$ cat src/sv/pidc_pkg.sv
package pidc_pkg;

    // Field and datapath widths
    localparam int MEAS_W     = 16;
    localparam int ERR_W      = 17;
    localparam int DERR_W     = 18;
    localparam int GAIN_W     = 32;
    localparam int LIM_W      = 16;
    localparam int FRAC_W     = 16;
    localparam int DRIVE_W    = 17;
    localparam int PROD_W     = 49;
    localparam int DPROD_W    = 50;
    localparam int INTEG_W    = 33;
    localparam int ISUM_W     = 50;
    localparam int TOTAL_W    = 52;
    localparam int CFG_DATA_W = 32;
    localparam int CFG_IDX_W  = 3;

    // Configuration register indexes
    typedef enum logic [CFG_IDX_W-1:0] {
        REG_TARGET_VALUE   = 3'd0,
        REG_DEAD_BAND      = 3'd1,
        REG_GAIN_P         = 3'd2,
        REG_GAIN_I         = 3'd3,
        REG_GAIN_D         = 3'd4,
        REG_INTEGRAL_LIMIT = 3'd5,
        REG_MAX_OUTPUT     = 3'd6
    } cfg_reg_t;

    // Register file contents seen by the datapath
    typedef struct packed {
        logic signed [MEAS_W-1:0] target_value;
        logic [LIM_W-1:0]         dead_band;
        logic signed [GAIN_W-1:0] gain_p;
        logic signed [GAIN_W-1:0] gain_i;
        logic signed [GAIN_W-1:0] gain_d;
        logic [LIM_W-1:0]         integral_limit;
        logic [LIM_W-1:0]         max_output;
    } cfg_t;

    // Input stage contents handed to the output stage
    typedef struct packed {
        logic                     valid;
        logic signed [ERR_W-1:0]  err;
        logic signed [PROD_W-1:0] p_term;
        logic signed [PROD_W-1:0] i_step;
    } stage_t;

endpackage

$ cat src/sv/pidc_front.sv
module pidc_front
    import pidc_pkg::*;
(
    input  logic                     aclk,
    input  logic                     aresetn,
    input  cfg_t                     cfg,
    input  logic                     s_valid,
    output logic                     s_ready,
    input  logic signed [MEAS_W-1:0] s_measure,
    input  logic                     advance,
    output stage_t                   stage
);

    stage_t stage_reg;
    logic signed [ERR_W-1:0]  err_next;
    logic signed [PROD_W-1:0] p_next;
    logic signed [PROD_W-1:0] i_next;

    // Error and the two products that need no state
    always_comb begin
        err_next = ERR_W'(cfg.target_value) - ERR_W'(s_measure);
        p_next   = PROD_W'(cfg.gain_p) * PROD_W'(err_next);
        i_next   = PROD_W'(cfg.gain_i) * PROD_W'(err_next);
    end

    // Take a new transaction when the stage is empty or moving on
    assign s_ready = !stage_reg.valid || advance;

    // Load the stage; only the valid bit needs a reset
    always_ff @(posedge aclk) begin
        if (!aresetn) begin
            stage_reg.valid <= 1'b0;
        end else if (s_ready) begin
            stage_reg.valid <= s_valid;
        end
        if (s_valid && s_ready) begin
            stage_reg.err    <= err_next;
            stage_reg.p_term <= p_next;
            stage_reg.i_step <= i_next;
        end
    end

    assign stage = stage_reg;

endmodule

$ cat config.mk
export PLATFORM = sky130hd
export DESIGN_NAME = pidc_front
export DESIGN_NICKNAME = d
export VERILOG_FILES = /design/src/sv/pidc_pkg.sv /design/src/sv/pidc_front.sv
export SDC_FILE = /design/constraint.sdc
export NUM_CORES = 2
export LEC_CHECK = 0
export BUFFER_PORTS_ARGS = -buffer_cell sky130_fd_sc_hd__buf_2
export CORE_MARGIN = 2
export CORE_UTILIZATION = 40
export CTS_CLUSTER_DIAMETER = 80
export DETAILED_ROUTE_END_ITERATION = 7
export HOLD_SLACK_MARGIN = 0.12
export PLACE_DENSITY_LB_ADDON = 0.15
export SETUP_SLACK_MARGIN = 0.05
export SKIP_LAST_GASP = 1
export SYNTH_ARGS = -nofsm -noshare
export SYNTH_HDL_FRONTEND = slang
export SYNTH_SLANG_ARGS = --single-unit
$ cat constraint.sdc
create_clock -name aclk -period 12.1 [get_ports aclk]
set_input_delay 1.21 -clock aclk [delete_from_list [all_inputs] [get_ports aclk]]
set_output_delay 1.21 -clock aclk [all_outputs]
set_load 0.01 [all_outputs]
==> results.md <==
• **status** complete, no violations
• **height of the chip** 328 um
• **nature of the critical path startpoint** input port
• **Max H-tree Level** 4
• **number of standard cells after synthesis** 4558
• **WL met3** 4.66 mm
• **number of violations of the max-capacitance limit** 0
• **nature of the critical path endpoint** flop
• **overall routed net length** 110 mm
• **Sink Count** 116
• **count of boundary I/O pins** 297
• **DIE WIDTH** 328 um
• **commonest register cell after synthesis** sky130_fd_sc_hd__edfxtp_1
• **final setup TNS** 0 ns
• **Max Used Layer** met5
• **FF-to-FF End** stage[38]$_DFFE_PP_
• **Post-Synthesis Net Count** 6027
• **clock latency at the later pin of the worst-skew pair** 0.53 ns
• **Critical Setup Path Class** input port to flop
• **Slew Limit Headroom** 23.0%
• **cells taking the most area after synthesis** sky130_fd_sc_hd__fa_1 50%, sky130_fd_sc_hd__inv_1 11%, sky130_fd_sc_hd__edfxtp_1 8.2%
• **Detailed Route Iter0 Violations** 1181
• **routed length on met1** 47.6 mm
• **reg2reg path depth** 3
• **number of detailed-routing iterations run before antenna repair** 5
• **Post-route DRC** 0
• **hold buffer count at CTS** 0
• **via count** 29700
• **largest delay contributor family on the critical path** compound AO/OA/AOI/OAI gates
• **path length in cells of the critical path** 34
• **Finish-stage setup viols** 0
• **final worst clock skew** 0.0211 ns
• **Largest register FFs** 116
• **Longest Clk Path Bufs** 2
• **Total Routing Usage GR** 21.9%
• **number of pins with negative max-slew slack in the final report** 0
• **routed len/inst** 18.3 um
• **EDFF count, synth** 115
• **vias in the first global route** 32200
• **arrival time of data at the critical path endpoint** 11.08 ns
• **required time of the worst setup path** 12.42 ns
• **Hold Crit Class** flop to flop
• **number of buffers added for setup after CTS** 0
• **Critical path origin** cfg[144]
• **cts bufs inserted** 17
• **CTS clock-pin slew for the worst setup and hold paths** 0.06 ns
• **number of port buffers** 216
• **detail-routed via count per cell** 4.91
• **commonest cells in the synthesized netlist** 1234 x sky130_fd_sc_hd__inv_1, 1043 x sky130_fd_sc_hd__fa_1, 631 x sky130_fd_sc_hd__nand2_1
• **sequential cell area fraction in the yosys report** 8.28%
• **area inside the core boundary** 104000 sq um
• **grt total ovfl** 0
• **row cnt** 118
• **most frequently used cell type in the post-synthesis netlist** sky130_fd_sc_hd__inv_1
• **worst path buffer plus inverter count** 5
• **warning count from the yosys run** 0
• **critical-path maximum fanout** 16
• **count of final hold-check violations** 0
• **initial standard-cell utilization of the core** 40.4%
• **Worst-Margin Slew** 1.15 ns
• **Placer Congestion** 0.826
• **antenna violations before repair** 5
• **total die area** 107000 sq um
• **final period demand of the worst path** 10.76 ns
• **largest net degree at the start of global routing** 68
• **unrepaired setup endpoints after global routing** no
• **distinct cell type count after synthesis** 63
• **met2 routed wirelength** 56.1 mm
• **flip-flop and latch count after synthesis** 116
• **clock tree from TritonCTS** done
• **number of nets in the layout** 6111
• **synthesized cell area** 41900 sq um
• **share of Yosys cell area claimed by the top area cell type** 49.8%
• **reg2reg setup slack** 10.28 ns
• **share of async-settable or async-resettable flops after synthesis** 0%
• **highest attainable clock frequency** 0.0930 GHz
• **ratio of cells with drive above 1 in the final layout** 7.43%
• **Most Frequent Cell on Critical Path** sky130_fd_sc_hd__fa_1
• **Critical path destination** stage[45]$_DFFE_PP_
• **number of instances resized during post-cts repair** 0
• **Detail Placement HPWL** 87.2 mm
• **root buffer cell** sky130_fd_sc_hd__clkbuf_16
• **peak per-stage delay on the critical path** 0.56 ns
• **ratio of final minimum period to clock period** 88.9%
• **remaining antenna violation count** 0
• **first-pass GRT wire length** 181 mm
• **leading area contributor after synthesis** sky130_fd_sc_hd__fa_1
• **synthesis-to-finish area growth** 7.64%
• **reg-to-reg startpoint** stage[115]$_SDFFE_PN0N_
• **Worst path slowest cell** sky130_fd_sc_hd__a31oi_4
• **per-instance average area after synthesis** 9.20 sq um
## area by class of cell
cell class	instances	area (sq um)
fillers	10500	58700
multi-input cells	2999	33200
inverters	1234	4630
flip-flops and latches	116	3470
well taps	1380	1730
repair buffers	274	1550
clock buffers	21	440
clock inverters	10	134
diodes	4	10.0
## placed cells by master (no fill, tap or decap), types with 75 or more instances in the layout
cell type	instances
sky130_fd_sc_hd__inv_1	1233
sky130_fd_sc_hd__fa_1	1042
sky130_fd_sc_hd__nand2_1	631
sky130_fd_sc_hd__and2_1	261
sky130_fd_sc_hd__ha_1	245
sky130_fd_sc_hd__buf_2	216
sky130_fd_sc_hd__nor2b_1	143
sky130_fd_sc_hd__edfxtp_1	115
sky130_fd_sc_hd__nor2_1	105
sky130_fd_sc_hd__a21oi_1	86
sky130_fd_sc_hd__nand3_1	76
sky130_fd_sc_hd__xnor2_1	75
## through the flow
stage / cells / setup WS (ns) / hold WS (ns) / utilization, % / cell area [sq um]
after floorplan: 4558 / 2.81 / 0.610 / - / 41900
after global placement: 6003 / 0.990 / 0.520 / 42.9 / 44600
after detailed placement: 6003 / 0.837 / 0.527 / 42.9 / 44600
after CTS: 6034 / 1.40 / 0.537 / 43.5 / 45100
after global routing: 6036 / 0.688 / 0.576 / 43.5 / 45100
final: 6038 / 1.34 / 0.537 / 43.5 / 45100
## kinds of logic after synthesis
kind of cell / synth area share (%)
AO/OA/AOI/OAI: 4.41
XOR/XNOR: 2.13
adder cells (fa/ha/maj): 57.1
buffers and inverters: 12.9
flip-flops: 8.28
multiplexers: 0.0716
AND/OR/NAND/NOR: 15.0
## worst reg2reg max path: stages (launching register included)
cell	delay (ns)
sky130_fd_sc_hd__dfxtp_1	0.30
sky130_fd_sc_hd__nand2b_1	0.10
sky130_fd_sc_hd__and2_4	0.31
sky130_fd_sc_hd__buf_4	0.63
## layer usage
metal,global-route usage [%],up-vias
li1,-,13300
met1,28.8,15700
met2,38.0,540
met3,3.30,107
met4,5.43,2
met5,0,-
## worst min path at each step
stage / start / to / slack, ns / depth (start not counted)
finish: stage[115]$_SDFFE_PN0N_ / stage[115]$_SDFFE_PN0N_ / 0.54 / 2
global route: stage[115]$_SDFFE_PN0N_ / stage[115]$_SDFFE_PN0N_ / 0.58 / 2
CTS: stage[115]$_SDFFE_PN0N_ / stage[115]$_SDFFE_PN0N_ / 0.54 / 2
detailed placement: stage[115]$_SDFFE_PN0N_ / stage[115]$_SDFFE_PN0N_ / 0.53 / 2
global placement: stage[115]$_SDFFE_PN0N_ / stage[115]$_SDFFE_PN0N_ / 0.52 / 2
floorplan: stage[115]$_SDFFE_PN0N_ / stage[115]$_SDFFE_PN0N_ / 0.61 / 2
Power is left out: the tool's default activity adds up to more than one toggle a clock period on the data nets, which glitch-free logic cannot reach.
