### config.mk
export PLATFORM = sky130hd
export DESIGN_NAME = pidc_core
export DESIGN_NICKNAME = d
export VERILOG_FILES = /design/src/sv/pidc_pkg.sv /design/src/sv/pidc_core.sv
export SDC_FILE = /design/constraint.sdc
export NUM_CORES = 2
export LEC_CHECK = 0
export ABC_CLOCK_PERIOD_IN_PS = 29900
export BUFFER_PORTS_ARGS = -buffer_cell sky130_fd_sc_hd__clkbuf_2
export CORE_ASPECT_RATIO = 0.6
export CORE_UTILIZATION = 40
export CTS_CLUSTER_DIAMETER = 40
export CTS_CLUSTER_SIZE = 10
export DETAILED_ROUTE_END_ITERATION = 6
export PLACE_DENSITY = 0.58
export SYNTH_ARGS = -nofsm -noshare
export SYNTH_HDL_FRONTEND = slang
export SYNTH_SLANG_ARGS = --single-unit
### constraint.sdc
create_clock -name aclk -period 29.9 [get_ports aclk]
set_input_delay 2.99 -clock aclk [delete_from_list [all_inputs] [get_ports aclk]]
set_output_delay 2.99 -clock aclk [all_outputs]
set_load 0.01 [all_outputs]
### src/sv/pidc_pkg.sv
package pidc_pkg;

    // Field and datapath widths
    localparam int MEAS_W     = 16;
    localparam int ERR_W      = 17;
    localparam int DERR_W     = 18;
    localparam int GAIN_W     = 32;
    localparam int LIM_W      = 16;
    localparam int FRAC_W     = 16;
    localparam int DRIVE_W    = 17;
    localparam int PROD_W     = 49;
    localparam int DPROD_W    = 50;
    localparam int INTEG_W    = 33;
    localparam int ISUM_W     = 50;
    localparam int TOTAL_W    = 52;
    localparam int CFG_DATA_W = 32;
    localparam int CFG_IDX_W  = 3;

    // Configuration register indexes
    typedef enum logic [CFG_IDX_W-1:0] {
        REG_TARGET_VALUE   = 3'd0,
        REG_DEAD_BAND      = 3'd1,
        REG_GAIN_P         = 3'd2,
        REG_GAIN_I         = 3'd3,
        REG_GAIN_D         = 3'd4,
        REG_INTEGRAL_LIMIT = 3'd5,
        REG_MAX_OUTPUT     = 3'd6
    } cfg_reg_t;

    // Register file contents seen by the datapath
    typedef struct packed {
        logic signed [MEAS_W-1:0] target_value;
        logic [LIM_W-1:0]         dead_band;
        logic signed [GAIN_W-1:0] gain_p;
        logic signed [GAIN_W-1:0] gain_i;
        logic signed [GAIN_W-1:0] gain_d;
        logic [LIM_W-1:0]         integral_limit;
        logic [LIM_W-1:0]         max_output;
    } cfg_t;

    // Input stage contents handed to the output stage
    typedef struct packed {
        logic                     valid;
        logic signed [ERR_W-1:0]  err;
        logic signed [PROD_W-1:0] p_term;
        logic signed [PROD_W-1:0] i_step;
    } stage_t;

endpackage

### src/sv/pidc_core.sv
module pidc_core
    import pidc_pkg::*;
(
    input  logic                      aclk,
    input  logic                      aresetn,
    input  cfg_t                      cfg,
    input  stage_t                    stage,
    output logic                      advance,
    output logic                      m_valid,
    input  logic                      m_ready,
    output logic signed [DRIVE_W-1:0] m_drive,
    output logic                      m_in_band
);

    logic                       m_valid_reg;
    logic                       in_band_reg;
    logic                       in_band_next;
    logic signed [ERR_W-1:0]    prev_error_reg;
    logic signed [ERR_W-1:0]    prev_error_next;
    logic signed [INTEG_W-1:0]  integral_reg;
    logic signed [INTEG_W-1:0]  integral_next;
    logic signed [DRIVE_W-1:0]  held_reg;
    logic signed [DRIVE_W-1:0]  held_next;

    logic                       upd;
    logic [ERR_W-1:0]           mag;
    logic                       band;
    logic signed [DERR_W-1:0]   derr;
    logic signed [DPROD_W-1:0]  d_term;
    logic signed [INTEG_W-1:0]  ilim;
    logic signed [ISUM_W-1:0]   isum;
    logic signed [INTEG_W-1:0]  iclamp;
    logic signed [INTEG_W-1:0]  olim;
    logic signed [TOTAL_W-1:0]  total;
    logic signed [INTEG_W-1:0]  oclamp;

    // The result register frees up when empty or taken
    assign advance = !m_valid_reg || m_ready;
    assign upd     = advance && stage.valid;

    always_comb begin
        // Deadband test, edge counts as in band
        mag  = stage.err[ERR_W-1] ? ERR_W'(-stage.err) : ERR_W'(stage.err);
        band = mag <= {1'b0, cfg.dead_band};

        // Derivative term
        derr   = DERR_W'(stage.err) - DERR_W'(prev_error_reg);
        d_term = DPROD_W'(cfg.gain_d) * DPROD_W'(derr);

        // Accumulate and clamp the integral
        ilim = $signed({1'b0, cfg.integral_limit, {FRAC_W{1'b0}}});
        isum = ISUM_W'(integral_reg) + ISUM_W'(stage.i_step);
        if (isum > ISUM_W'(ilim)) begin
            iclamp = ilim;
        end else if (isum < -ISUM_W'(ilim)) begin
            iclamp = -ilim;
        end else begin
            iclamp = isum[INTEG_W-1:0];
        end

        // Sum the terms and clamp the output
        olim  = $signed({1'b0, cfg.max_output, {FRAC_W{1'b0}}});
        total = TOTAL_W'(stage.p_term) + TOTAL_W'(iclamp) + TOTAL_W'(d_term);
        if (total > TOTAL_W'(olim)) begin
            oclamp = olim;
        end else if (total < -TOTAL_W'(olim)) begin
            oclamp = -olim;
        end else begin
            oclamp = total[INTEG_W-1:0];
        end

        // Hold integral and drive inside the band; floor drops the fraction
        integral_next   = band ? integral_reg : iclamp;
        held_next       = band ? held_reg : oclamp[INTEG_W-1:FRAC_W];
        prev_error_next = stage.err;
        in_band_next    = band;
    end

    always_ff @(posedge aclk) begin
        if (!aresetn) begin
            m_valid_reg    <= 1'b0;
            prev_error_reg <= '0;
            integral_reg   <= '0;
            held_reg       <= '0;
            in_band_reg    <= 1'b0;
        end else begin
            if (advance) begin
                m_valid_reg <= stage.valid;
            end
            if (upd) begin
                prev_error_reg <= prev_error_next;
                integral_reg   <= integral_next;
                held_reg       <= held_next;
                in_band_reg    <= in_band_next;
            end
        end
    end

    assign m_valid   = m_valid_reg;
    assign m_drive   = held_reg;
    assign m_in_band = in_band_reg;

`ifndef NO_ASSERTIONS
    a_drive_within_limit: assert property (@(posedge aclk) disable iff (!aresetn)
        (upd && !band) |=>
            ((held_reg <= $signed({1'b0, $past(cfg.max_output)})) &&
             (held_reg >= -$signed({1'b0, $past(cfg.max_output)}))))
        else $error("drive outside output clamp");

    a_band_holds_state: assert property (@(posedge aclk) disable iff (!aresetn)
        (upd && band) |=> ($stable(integral_reg) && $stable(held_reg) && in_band_reg))
        else $error("integral or drive changed inside deadband");

    a_prev_error_tracks: assert property (@(posedge aclk) disable iff (!aresetn)
        upd |=> (prev_error_reg == $past(stage.err)))
        else $error("previous error not updated");

    a_result_held_on_stall: assert property (@(posedge aclk) disable iff (!aresetn)
        (m_valid_reg && !m_ready) |=> (m_valid_reg && $stable(held_reg)))
        else $error("result changed while stalled");
`endif

endmodule
==> flow_summary.yaml <==
timing:
  hold_viol: 0
  slew_headroom: 0.147
  tns_ns: 0
  rsz0062_at_grt: "false"
  period_share: 0.699
  worst_pin_slew_ns: 1.26
  slew_viol_final: 0
  max_freq_mhz: 47.9
  setup_violations: 0
  fin_skew_ns: 0.0184
  period_needed_ns: 20.89
logic_synthesis:
  syn_avg_cell_area_um2: 8.15
  yosys.area.top_type_share: 0.377
  seq_area_frac_synth: 0.0397
  synthFlopType: "dfxtp_1"
  synthTopCellsByCount: "inv_1 (959), fa_1 (655), nand2_1 (571)"
  yosysWarnings: 0
  syn-num-nets: 5530
  synth_edf_count: 0
  yosysTopAreaCell: "fa_1"
  syn_area_mm2: 0.0348
  synth_cell_types: 89
  yosysMostFrequentCell: "inv_1"
  syn_inst: 4268
  async_flop_share: 0
  synth.area.top_cells: "fa_1 (38%), ha_1 (12%), inv_1 (10%)"
  ys_ff_latch: 69
clock_network:
  htreeDepth: 3
  clock_sinks: 69
  post_cts_resized: 0
  post_cts_buffers: 0
  clk_pin_slew_ns: 0.07
  clk_path_buf_depth: 2
  cts_hold_buf: 0
  cts_tree: "done"
  cts_buffers: 9
  clkLatencyLatePin_ns: 0.41
  cts_root_buffer: "clkbuf_16"
routing:
  drt_wl_total_um: 108000
  vias: 29000
  drcViolationCount: 56
  drt_pass1_iterations: 7
  drtIter0Drc: 2631
  antenna_left: 0
  post_drt_wl_per_cell_um: 19.7
  via_per_inst: 5.28
grt:
  antenna_found_initial: 4
  grt_pass1_wl_um: 173000
  grt_use_total: 0.256
  grt_pass1_vias: 29200
  overflow: 0
  grt_max_degree: 58
critical_path:
  cpPeakStageDelay_ns: 0.84
  slowest_stage: "nor4_1"
  crit_fanout: 24
  start_kind: "primary input"
  critical_path_arrival_ns: 21.12
  cp.required_ns: 30.13
  path_common_cell: "nor2_1"
  setup.worst_path.end_class: "flip-flop"
  crit_type: "in2reg"
floorplan:
  start_util: 0.405
  die_area_mm2: 0.0882
  fp-row-count: 83
  core_area_mm2: 0.0858
  die_h_um: 230
  die_w_um: 383
  ios: 299
cells_and_area:
  area_growth_pct: 7.14
  largest_register_ffs: 33
  nNetsFinal: 5591
  layout-drive-gt1-share: 0.0771
  fillers: 8739
placement:
  gp_congestion: 0.984
  hpwlAfterDp_um: 91300
  io_buffers: 218
flow_run:
  max-cap-violations: 0
run_status:
  violations: "design-rule violations"
  status: "finished, violations left"
hold_path:
  worstHoldPathType: "reg2reg"
-- logic make-up (layout without fill, tap and decap cells) --
kind of cell / Yosys count / in the layout / synth area share
compound gates: 632 / 632 / 0.120
xor+xnor: 141 / 141 / 0.0355
fa+ha+maj: 986 / 986 / 0.496
buf+inv: 1158 / 1224 / 0.126
flops: 69 / 69 / 0.0397
mux: 32 / 32 / 0.00961
other cells: 0 / 2 / 0
simple gates: 1250 / 1250 / 0.173
-- final timing paths --
kind,depth (start not counted),end,slack (ns),from
worst max-delay path,56,m_drive[8]$_SDFFE_PN0P_,9.01,stage[12]
worst max register to register,55,m_drive[8]$_SDFFE_PN0P_,11.36,integral_reg[12]$_SDFFE_PN0P_
worst min register to register,2,prev_error_reg[13]$_SDFFE_PN0P_,0.46,prev_error_reg[13]$_SDFFE_PN0P_
worst min-delay path,2,prev_error_reg[13]$_SDFFE_PN0P_,0.46,prev_error_reg[13]$_SDFFE_PN0P_
-- routing by layer --
metal	wire length [um]	GRT usage
met1	54700	0.407
met2	40600	0.334
met3	11600	0.0827
met4	1130	0.0318
met5	0	0
-- worst max-delay path: cells and delay by family --
kind | cells | cell delay [ns]
and+or+nand+nor | 21 | 7.01
AOI/OAI and AO/OA | 15 | 4.98
xor gates and xnor gates | 2 | 0.61
adders and majority gates | 10 | 4.36
buffers and inverters | 8 | 1.10
-- stage by stage --
step           cells  area [um^2]  hold slack [ns]  utilization  setup WS, ns
2_1_floorplan   4268        34800            0.429            -         14.00
4_1_cts         5481        37300            0.459        0.434          9.82
5_1_grt         5481        37300            0.475        0.434          8.39
3_5_place_dp    5465        36900            0.449        0.430          9.48
6_report        5483        37300            0.458        0.434          9.01
3_3_place_gp    5465        36900            0.443        0.430          9.64
-- cells in the final DEF (no fill, tap or decap), drive strengths merged, types with 34 or more instances in the layout --
master and count:
inv 960, fa 655, nand2 572, ha 328, clkbuf 229, a21oi 168
and2 166, o21ai 132, nor2 129, xnor2 99, nand2b 82, dfxtp 69
nor3 65, a21o 59, nand3 57, nand4 43, xor2 42, a211oi 34
-- layout make-up --
| class | count | area [um^2] | share of cell area |
|---|---|---|---|
| Clock inverter | 5 | 81.3 | 0.00218 |
| Multi-Input combinational cell | 3041 | 29200 | 0.783 |
| Clock buffer | 11 | 253 | 0.00678 |
| Inverter | 959 | 3600 | 0.0966 |
| Antenna cell | 2 | 5.00 | 0.000134 |
| Sequential cell | 69 | 1380 | 0.0371 |
| Timing Repair Buffer | 249 | 1320 | 0.0355 |
| Tap cell | 1147 | 1440 | 0.0385 |
Power is not shown: default switching activity piles up to over one toggle a cycle in this logic, so the estimate is an artifact.
