**src/sv/pidc_pkg.sv**
```systemverilog
package pidc_pkg;

    // Field and datapath widths
    localparam int MEAS_W     = 16;
    localparam int ERR_W      = 17;
    localparam int DERR_W     = 18;
    localparam int GAIN_W     = 32;
    localparam int LIM_W      = 16;
    localparam int FRAC_W     = 16;
    localparam int DRIVE_W    = 17;
    localparam int PROD_W     = 49;
    localparam int DPROD_W    = 50;
    localparam int INTEG_W    = 33;
    localparam int ISUM_W     = 50;
    localparam int TOTAL_W    = 52;
    localparam int CFG_DATA_W = 32;
    localparam int CFG_IDX_W  = 3;

    // Configuration register indexes
    typedef enum logic [CFG_IDX_W-1:0] {
        REG_TARGET_VALUE   = 3'd0,
        REG_DEAD_BAND      = 3'd1,
        REG_GAIN_P         = 3'd2,
        REG_GAIN_I         = 3'd3,
        REG_GAIN_D         = 3'd4,
        REG_INTEGRAL_LIMIT = 3'd5,
        REG_MAX_OUTPUT     = 3'd6
    } cfg_reg_t;

    // Register file contents seen by the datapath
    typedef struct packed {
        logic signed [MEAS_W-1:0] target_value;
        logic [LIM_W-1:0]         dead_band;
        logic signed [GAIN_W-1:0] gain_p;
        logic signed [GAIN_W-1:0] gain_i;
        logic signed [GAIN_W-1:0] gain_d;
        logic [LIM_W-1:0]         integral_limit;
        logic [LIM_W-1:0]         max_output;
    } cfg_t;

    // Input stage contents handed to the output stage
    typedef struct packed {
        logic                     valid;
        logic signed [ERR_W-1:0]  err;
        logic signed [PROD_W-1:0] p_term;
        logic signed [PROD_W-1:0] i_step;
    } stage_t;

endpackage

```
**src/sv/pidc_cfg.sv**
```systemverilog
module pidc_cfg
    import pidc_pkg::*;
(
    input  logic                  aclk,
    input  logic                  aresetn,
    input  logic                  cfg_we,
    input  logic [CFG_IDX_W-1:0]  cfg_index,
    input  logic [CFG_DATA_W-1:0] cfg_wdata,
    output cfg_t                  cfg
);

    cfg_t cfg_reg;
    cfg_t cfg_next;

    // Decode the write; ignore unknown indexes
    always_comb begin
        cfg_next = cfg_reg;
        if (cfg_we) begin
            case (cfg_reg_t'(cfg_index))
                REG_TARGET_VALUE:   cfg_next.target_value   = $signed(cfg_wdata[MEAS_W-1:0]);
                REG_DEAD_BAND:      cfg_next.dead_band      = cfg_wdata[LIM_W-1:0];
                REG_GAIN_P:         cfg_next.gain_p         = $signed(cfg_wdata);
                REG_GAIN_I:         cfg_next.gain_i         = $signed(cfg_wdata);
                REG_GAIN_D:         cfg_next.gain_d         = $signed(cfg_wdata);
                REG_INTEGRAL_LIMIT: cfg_next.integral_limit = cfg_wdata[LIM_W-1:0];
                REG_MAX_OUTPUT:     cfg_next.max_output     = cfg_wdata[LIM_W-1:0];
                default:            cfg_next = cfg_reg;
            endcase
        end
    end

    always_ff @(posedge aclk) begin
        if (!aresetn) begin
            cfg_reg <= '0;
        end else begin
            cfg_reg <= cfg_next;
        end
    end

    assign cfg = cfg_reg;

endmodule

```
**config.mk**
```make
export PLATFORM = sky130hd
export DESIGN_NAME = pidc_cfg
export DESIGN_NICKNAME = d
export VERILOG_FILES = /design/src/sv/pidc_pkg.sv /design/src/sv/pidc_cfg.sv
export SDC_FILE = /design/constraint.sdc
export NUM_CORES = 1
export LEC_CHECK = 0
export BUFFER_PORTS_ARGS = -buffer_cell sky130_fd_sc_hd__buf_2
export CAP_MARGIN = 10
export CORE_ASPECT_RATIO = 1.25
export CORE_UTILIZATION = 53
export DETAILED_ROUTE_END_ITERATION = 10
export PLACE_DENSITY = 0.85
export SKIP_CTS_REPAIR_TIMING = 1
export SLEW_MARGIN = 20
export SYNTH_ARGS = -nofsm -noshare
export SYNTH_HDL_FRONTEND = slang
export SYNTH_SLANG_ARGS = --single-unit
```
**constraint.sdc**
```tcl
create_clock -name aclk -period 3.85 [get_ports aclk]
set_input_delay 0.77 -clock aclk [delete_from_list [all_inputs] [get_ports aclk]]
set_output_delay 0.77 -clock aclk [all_outputs]
set_load 0.02 [all_outputs]
```
==> impl_metrics.ini, run 1 <==
[clock_tree]
cts_num_sinks = 160
clkLatencyLatePin_ns = 0.41
cts-buffers-inserted = 17
cts_tree = done
htreeDepth = 4
path_clk_slew_ns = 0.06
cts_root_buf = clkbuf_16
cts-root-to-sink-buffers = 2

[global_route]
grt_start_max_net_pins = 115
wire_length_of_the_first_global_routing_pass_um = 22200
grt_pass1_vias = 4513
global_route.overflow_total = 0
antenna_found_initial = 0
groute.usage.overall_pct = 25.5

[critical_path]
setup.worst_path.start_class = primary input
critPathKind = in2reg
worst-path-max-fanout = 16
timing.critical_path.buf_inv = 1
critPathTopFamily = simple AND/OR/NAND/NOR gates
endpoint_kind = flip-flop
cpPeakStageDelay_ns = 0.97
r2r-end = cfg[150]
worst_ep_required_time_ns = 4.17
r2r.worst_path.cells = 2
crit_arrival_ns = 2.23
crit_path_cell_trace = buf_2, or4b_1, mux2i_1
crit_slowest_cell = or4b_1
regToRegStartpoint = cfg[150]
r2r_setup_slack_ns = 3.16

[synth]
share_of_yosys_cell_area_claimed_by_the_top_area_cell_type_pct = 55.3
synthTopCellsByArea = dfxtp_1 (55%), mux2i_1 (28%), nand2_1 (12%)
ys_ff_latch = 160
post_synth_inst_count = 559
synth.yosys.seq_area_share_pct = 55.3
syn_avg_cell_area_um2 = 10.4
netlist_area_mm2 = 0.00579
syn-num-nets = 597
synthesis.yosys.warnings = 0
yosys.cell_types.count = 11
yosys.area.top_type = dfxtp_1

[detailed_routing]
viasPerCell = 5.15
drt-initial-drc-count = 136
drt_pass1_iterations = 4
vias = 4572
wl_per_cell_um = 15.9
finalWirelength_um = 14100
drt_drc_violations_left = 0
antenna_left = 0

[hold_path]
hold_depth = 2
timing.hold.worst.start = cfg[32]
timing.hold.worst.class = reg2reg
sink_of_the_worst_hold_path = cfg[32]

[cells_and_area]
nets = 780
final.fill_count = 788
diodes = 0
ff_latch_area_mm2 = 0.00320
area_of_combinational_cells_with_multiple_inputs_mm2 = 0.00244
fin_cells = 887
syn2layout_area_growth_pct = 29.7
largest_register_ffs = 160
most_frequent_standard_cell_in_the_layout_excluding_fill_and_tap_cells = buf_2
final_cell_mix = buf_2 (196), nand2_1 (192), mux2i_1 (160), dfxtp_1 (160), clkbuf_16 (17)
drive_gt1_share_pct = 31.5
final_area_mm2 = 0.00751
final_core_utilization_pct = 70.7

[place]
placed_instance_area_mm2 = 0.00686
place_hpwl_um = 9630
port_buffers = 197
place.detailed.instances = 855
routabilityCongestion = 0.836

[power]
power.share.switching_pct = 22.4
max-vdd-ir-drop_uv = 323
power_share_of_the_clock_group_pct = 48.0
net_switching_power_mw = 0.846
p_leak_nw = 4.08
cell_internal_pwr_mw = 2.92
sequentialPowerShare_pct = 45.4
cellPowerDensity_mw_per_mm2 = 502
comb_power_share_pct = 6.6

[floorplanning]
floorplan.die_area_mm2 = 0.0113
fp.dieW_um = 95.5
initial_core_utilization_pct = 54.5
design.core.area_mm2 = 0.0106
placementRows = 42
ioPinCount = 198
die_h_um = 119

[timing]
maxSlewHeadroom_pct = 37.3
drv_slew = 0
slew_worst_pin_ns = 0.940
fin_worst_skew_ns = 0
post-route-period-util_pct = 49.5
fin_tns_setup_ns = 0
setup_viol_count_final = 0
rsz0062_at_grt = no
hold_violations = 0
fmax_mhz = 525
final.min_clock_period_ns = 1.91

[run_status]
outcome = finished clean

[job]
maxCapViolCount = 0
metrics by stage:
stage	power [mW]	setup WS (ns)	hold WS (ns)
2_1_floorplan	1.90	2.02	0.533
3_3_place_gp	1.99	1.56	0.440
6_report	3.77	1.94	0.455
3_5_place_dp	2.00	1.51	0.444
5_1_grt	3.89	1.88	0.472
4_1_cts	3.79	1.93	0.457
logic make-up (layout without fill, tap and decap cells):
family        count (synthesis)  in the layout  synth area share, %
flops                       160            160                 55.3
mux                         160            160                 27.7
simple gates                199            199                 13.6
buf+inv                      40            236                 3.39
final cells by class:
class / count / share of cell area [%]
clock inverters: 11 / 2.37
flip-flops and latches: 160 / 42.7
multi-input cells: 359 / 32.4
clock buffers: 21 / 6.26
repair buffers: 204 / 14.1
well taps: 132 / 2.20
layer usage:
layer / track usage (%) / share of wire (%) / vias to the layer above
li1: - / - / 2213
met1: 29.2 / 41 / 2177
met2: 44.0 / 51 / 155
met3: 7.54 / 6.1 / 27
met4: 9.89 / 2.0 / 0
met5: 0 / 0 / -
tightest hold or removal path, cell delays in order (launching register included):
cell,delay [ns]
dfxtp_1,0.30
nand2_1,0.05
mux2i_1,0.05
Yosys cell counts:
library cell	count
buf_4	4
nand2_1	192
nand4bb_1	1
mux2i_1	160
nand4b_1	3
nor4bb_1	2
dfxtp_1	160
buf_2	13
or4b_1	1
buf_6	2
clkbuf_1	21
power groups by stage:
stage          combinational (mW)  sequential, mW  clock, mW
2_1_floorplan               0.111            1.79          0
3_3_place_gp                0.242            1.75          0
3_5_place_dp                0.249            1.75          0
4_1_cts                     0.250            1.71       1.83
5_1_grt                     0.267            1.71       1.91
6_report                    0.248            1.71       1.81
worst max-delay path by stage:
stage	slack (ns)	from	to	cells past startpoint
global route	1.88	cfg_index[0]	cfg[152]	3
global placement	1.56	cfg_index[0]	cfg[152]	3
detailed placement	1.51	cfg_index[0]	cfg[152]	3
finish	1.94	cfg_index[0]	cfg[150]	3
CTS	1.93	cfg_index[0]	cfg[150]	3
floorplan	2.02	cfg_index[0]	cfg[151]	4
No activity file was read; power rests on OpenSTA's default activity.
==> run 2, diff against run 1 <==
CORE_UTILIZATION = 45   (was 53)
PLACE_DENSITY = 0.77   (was 0.85)
clock period = 1.6 ns   (was 3.85 ns; I/O delays follow)
==> run 2 against run 1 <==
  * Critical endpoint is now cfg[133]
  * Die area is 17% higher
  * Sequential share of layout area decreased by 0.97 points
  * Non-clock buffer count is 13 higher
  * Sequential power increased by 140%
  * Global-route usage is 3.0 points lower
  * Largest power group is now sequential cells
  * Critical path type is now reg2out
  * Largest cell class unchanged
==> impl_metrics.ini, run 2 (synthesis gave the netlist of run 1 again) <==
[detailed_routing]
finalWirelength_um = 14900
viasPerCell = 4.96
drt_pass1_iterations = 6
antenna_left = 0
wl_per_cell_um = 15.9
drt-initial-drc-count = 177
vias = 4626
drt_drc_violations_left = 0

[floorplanning]
design.core.area_mm2 = 0.0123
initial_core_utilization_pct = 47.0
placementRows = 45
fp.dieW_um = 103
floorplan.die_area_mm2 = 0.0133
die_h_um = 129
ioPinCount = 198

[cells_and_area]
final_core_utilization_pct = 62.3
nets = 793
syn2layout_area_growth_pct = 32.7
drive_gt1_share_pct = 32.7
most_frequent_standard_cell_in_the_layout_excluding_fill_and_tap_cells = buf_2
largest_register_ffs = 160
final_cell_mix = buf_2 (196), nand2_1 (192), mux2i_1 (160), dfxtp_1 (160), clkbuf_16 (17)
diodes = 0

[global_route]
global_route.overflow_total = 0
wire_length_of_the_first_global_routing_pass_um = 22600
grt_start_max_net_pins = 43
groute.usage.overall_pct = 22.5
antenna_found_initial = 0
grt_pass1_vias = 4552

[timing]
slew_worst_pin_ns = 0.362
setup_viol_count_final = 0
rsz0062_at_grt = no
drv_slew = 0
fin_tns_setup_ns = 0
final.min_clock_period_ns = 1.28
post-route-period-util_pct = 79.9
maxSlewHeadroom_pct = 75.8
fin_worst_skew_ns = 0
hold_violations = 0
fmax_mhz = 782

[critical_path]
critPathKind = reg2out
worst_ep_required_time_ns = 1.28
worst-path-max-fanout = 2
r2r.worst_path.cells = 2
cpPeakStageDelay_ns = 0.37
r2r-end = cfg[100]
timing.critical_path.buf_inv = 1
crit_slowest_cell = dfxtp_1
setup.worst_path.start_class = flip-flop
crit_path_cell_trace = buf_2
crit_arrival_ns = 0.96
critPathTopFamily = flip-flops
r2r_setup_slack_ns = 0.93
regToRegStartpoint = cfg[100]
endpoint_kind = primary output

[place]
place_hpwl_um = 10400
port_buffers = 197
routabilityCongestion = 0.766

[power]
p_leak_nw = 4.14
cellPowerDensity_mw_per_mm2 = 1150
max-vdd-ir-drop_uv = 607

[job]
maxCapViolCount = 0

[clock_tree]
cts-root-to-sink-buffers = 2
cts_tree = done
cts-buffers-inserted = 17
cts_root_buf = clkbuf_16
path_clk_slew_ns = 0.06
cts_num_sinks = 160
clkLatencyLatePin_ns = 0.40
htreeDepth = 4

[hold_path]
hold_depth = 3
timing.hold.worst.start = cfg_wdata[16]
timing.hold.worst.class = in2reg
sink_of_the_worst_hold_path = cfg[80]

[run_status]
outcome = finished clean
## run 2: cell types whose count changed in the layout (fill, tap and decap cells not counted), sizes merged
cell / delta
buf: +13
bufinv: -2
clkbuf: -2
clkinv: -3
clkinvlp: +4
inv: +3
## run 2: area by class of cell
type	count	area, um2
well taps	164	205
multi-input cells	359	2420
clock inverters	13	153
fillers	1001	4650
repair buffers	217	1250
clock buffers	19	443
flip-flops and latches	160	3200
## run 2: worst max-delay path by stage
stage               end  slack (ns)  cells after the start         start
2_1_floorplan  cfg[151]        0.22                      4  cfg_index[0]
3_3_place_gp   cfg[153]        0.11                      4  cfg_index[0]
3_5_place_dp   cfg[153]        0.07                      4  cfg_index[0]
4_1_cts        cfg[133]        0.30                      1      cfg[133]
5_1_grt        cfg[159]        0.28                      1      cfg[159]
6_report       cfg[133]        0.32                      1      cfg[133]
## run 2: stage by stage
step,setup WS [ns],std cells,hold slack (ns),instance area [um2],power (mW)
floorplan,0.223,559,0.503,5790,4.58
global placement,0.112,900,0.439,7090,4.83
detailed placement,0.0733,900,0.447,7090,4.85
CTS,0.303,932,0.187,7680,8.86
global route,0.284,932,0.202,7680,9.14
finish,0.322,932,0.201,7680,8.80
## run 2: metal layers
layer  vias to the layer above  GRT usage, %  wire, um
li1                       2240             -         -
met1                      2190          25.9      6210
met2                       176          39.4      7470
met3                        20          6.19       964
met4                         0          8.20       207
met5                         -             0         0
## run 2: power by group
group          total, mW  switching [mW]  leakage [nW]  internal (mW)
registers           4.12          0.0469          1.29           4.07
clock network       4.04            1.66         0.280           2.38
logic              0.645           0.407          2.57          0.238
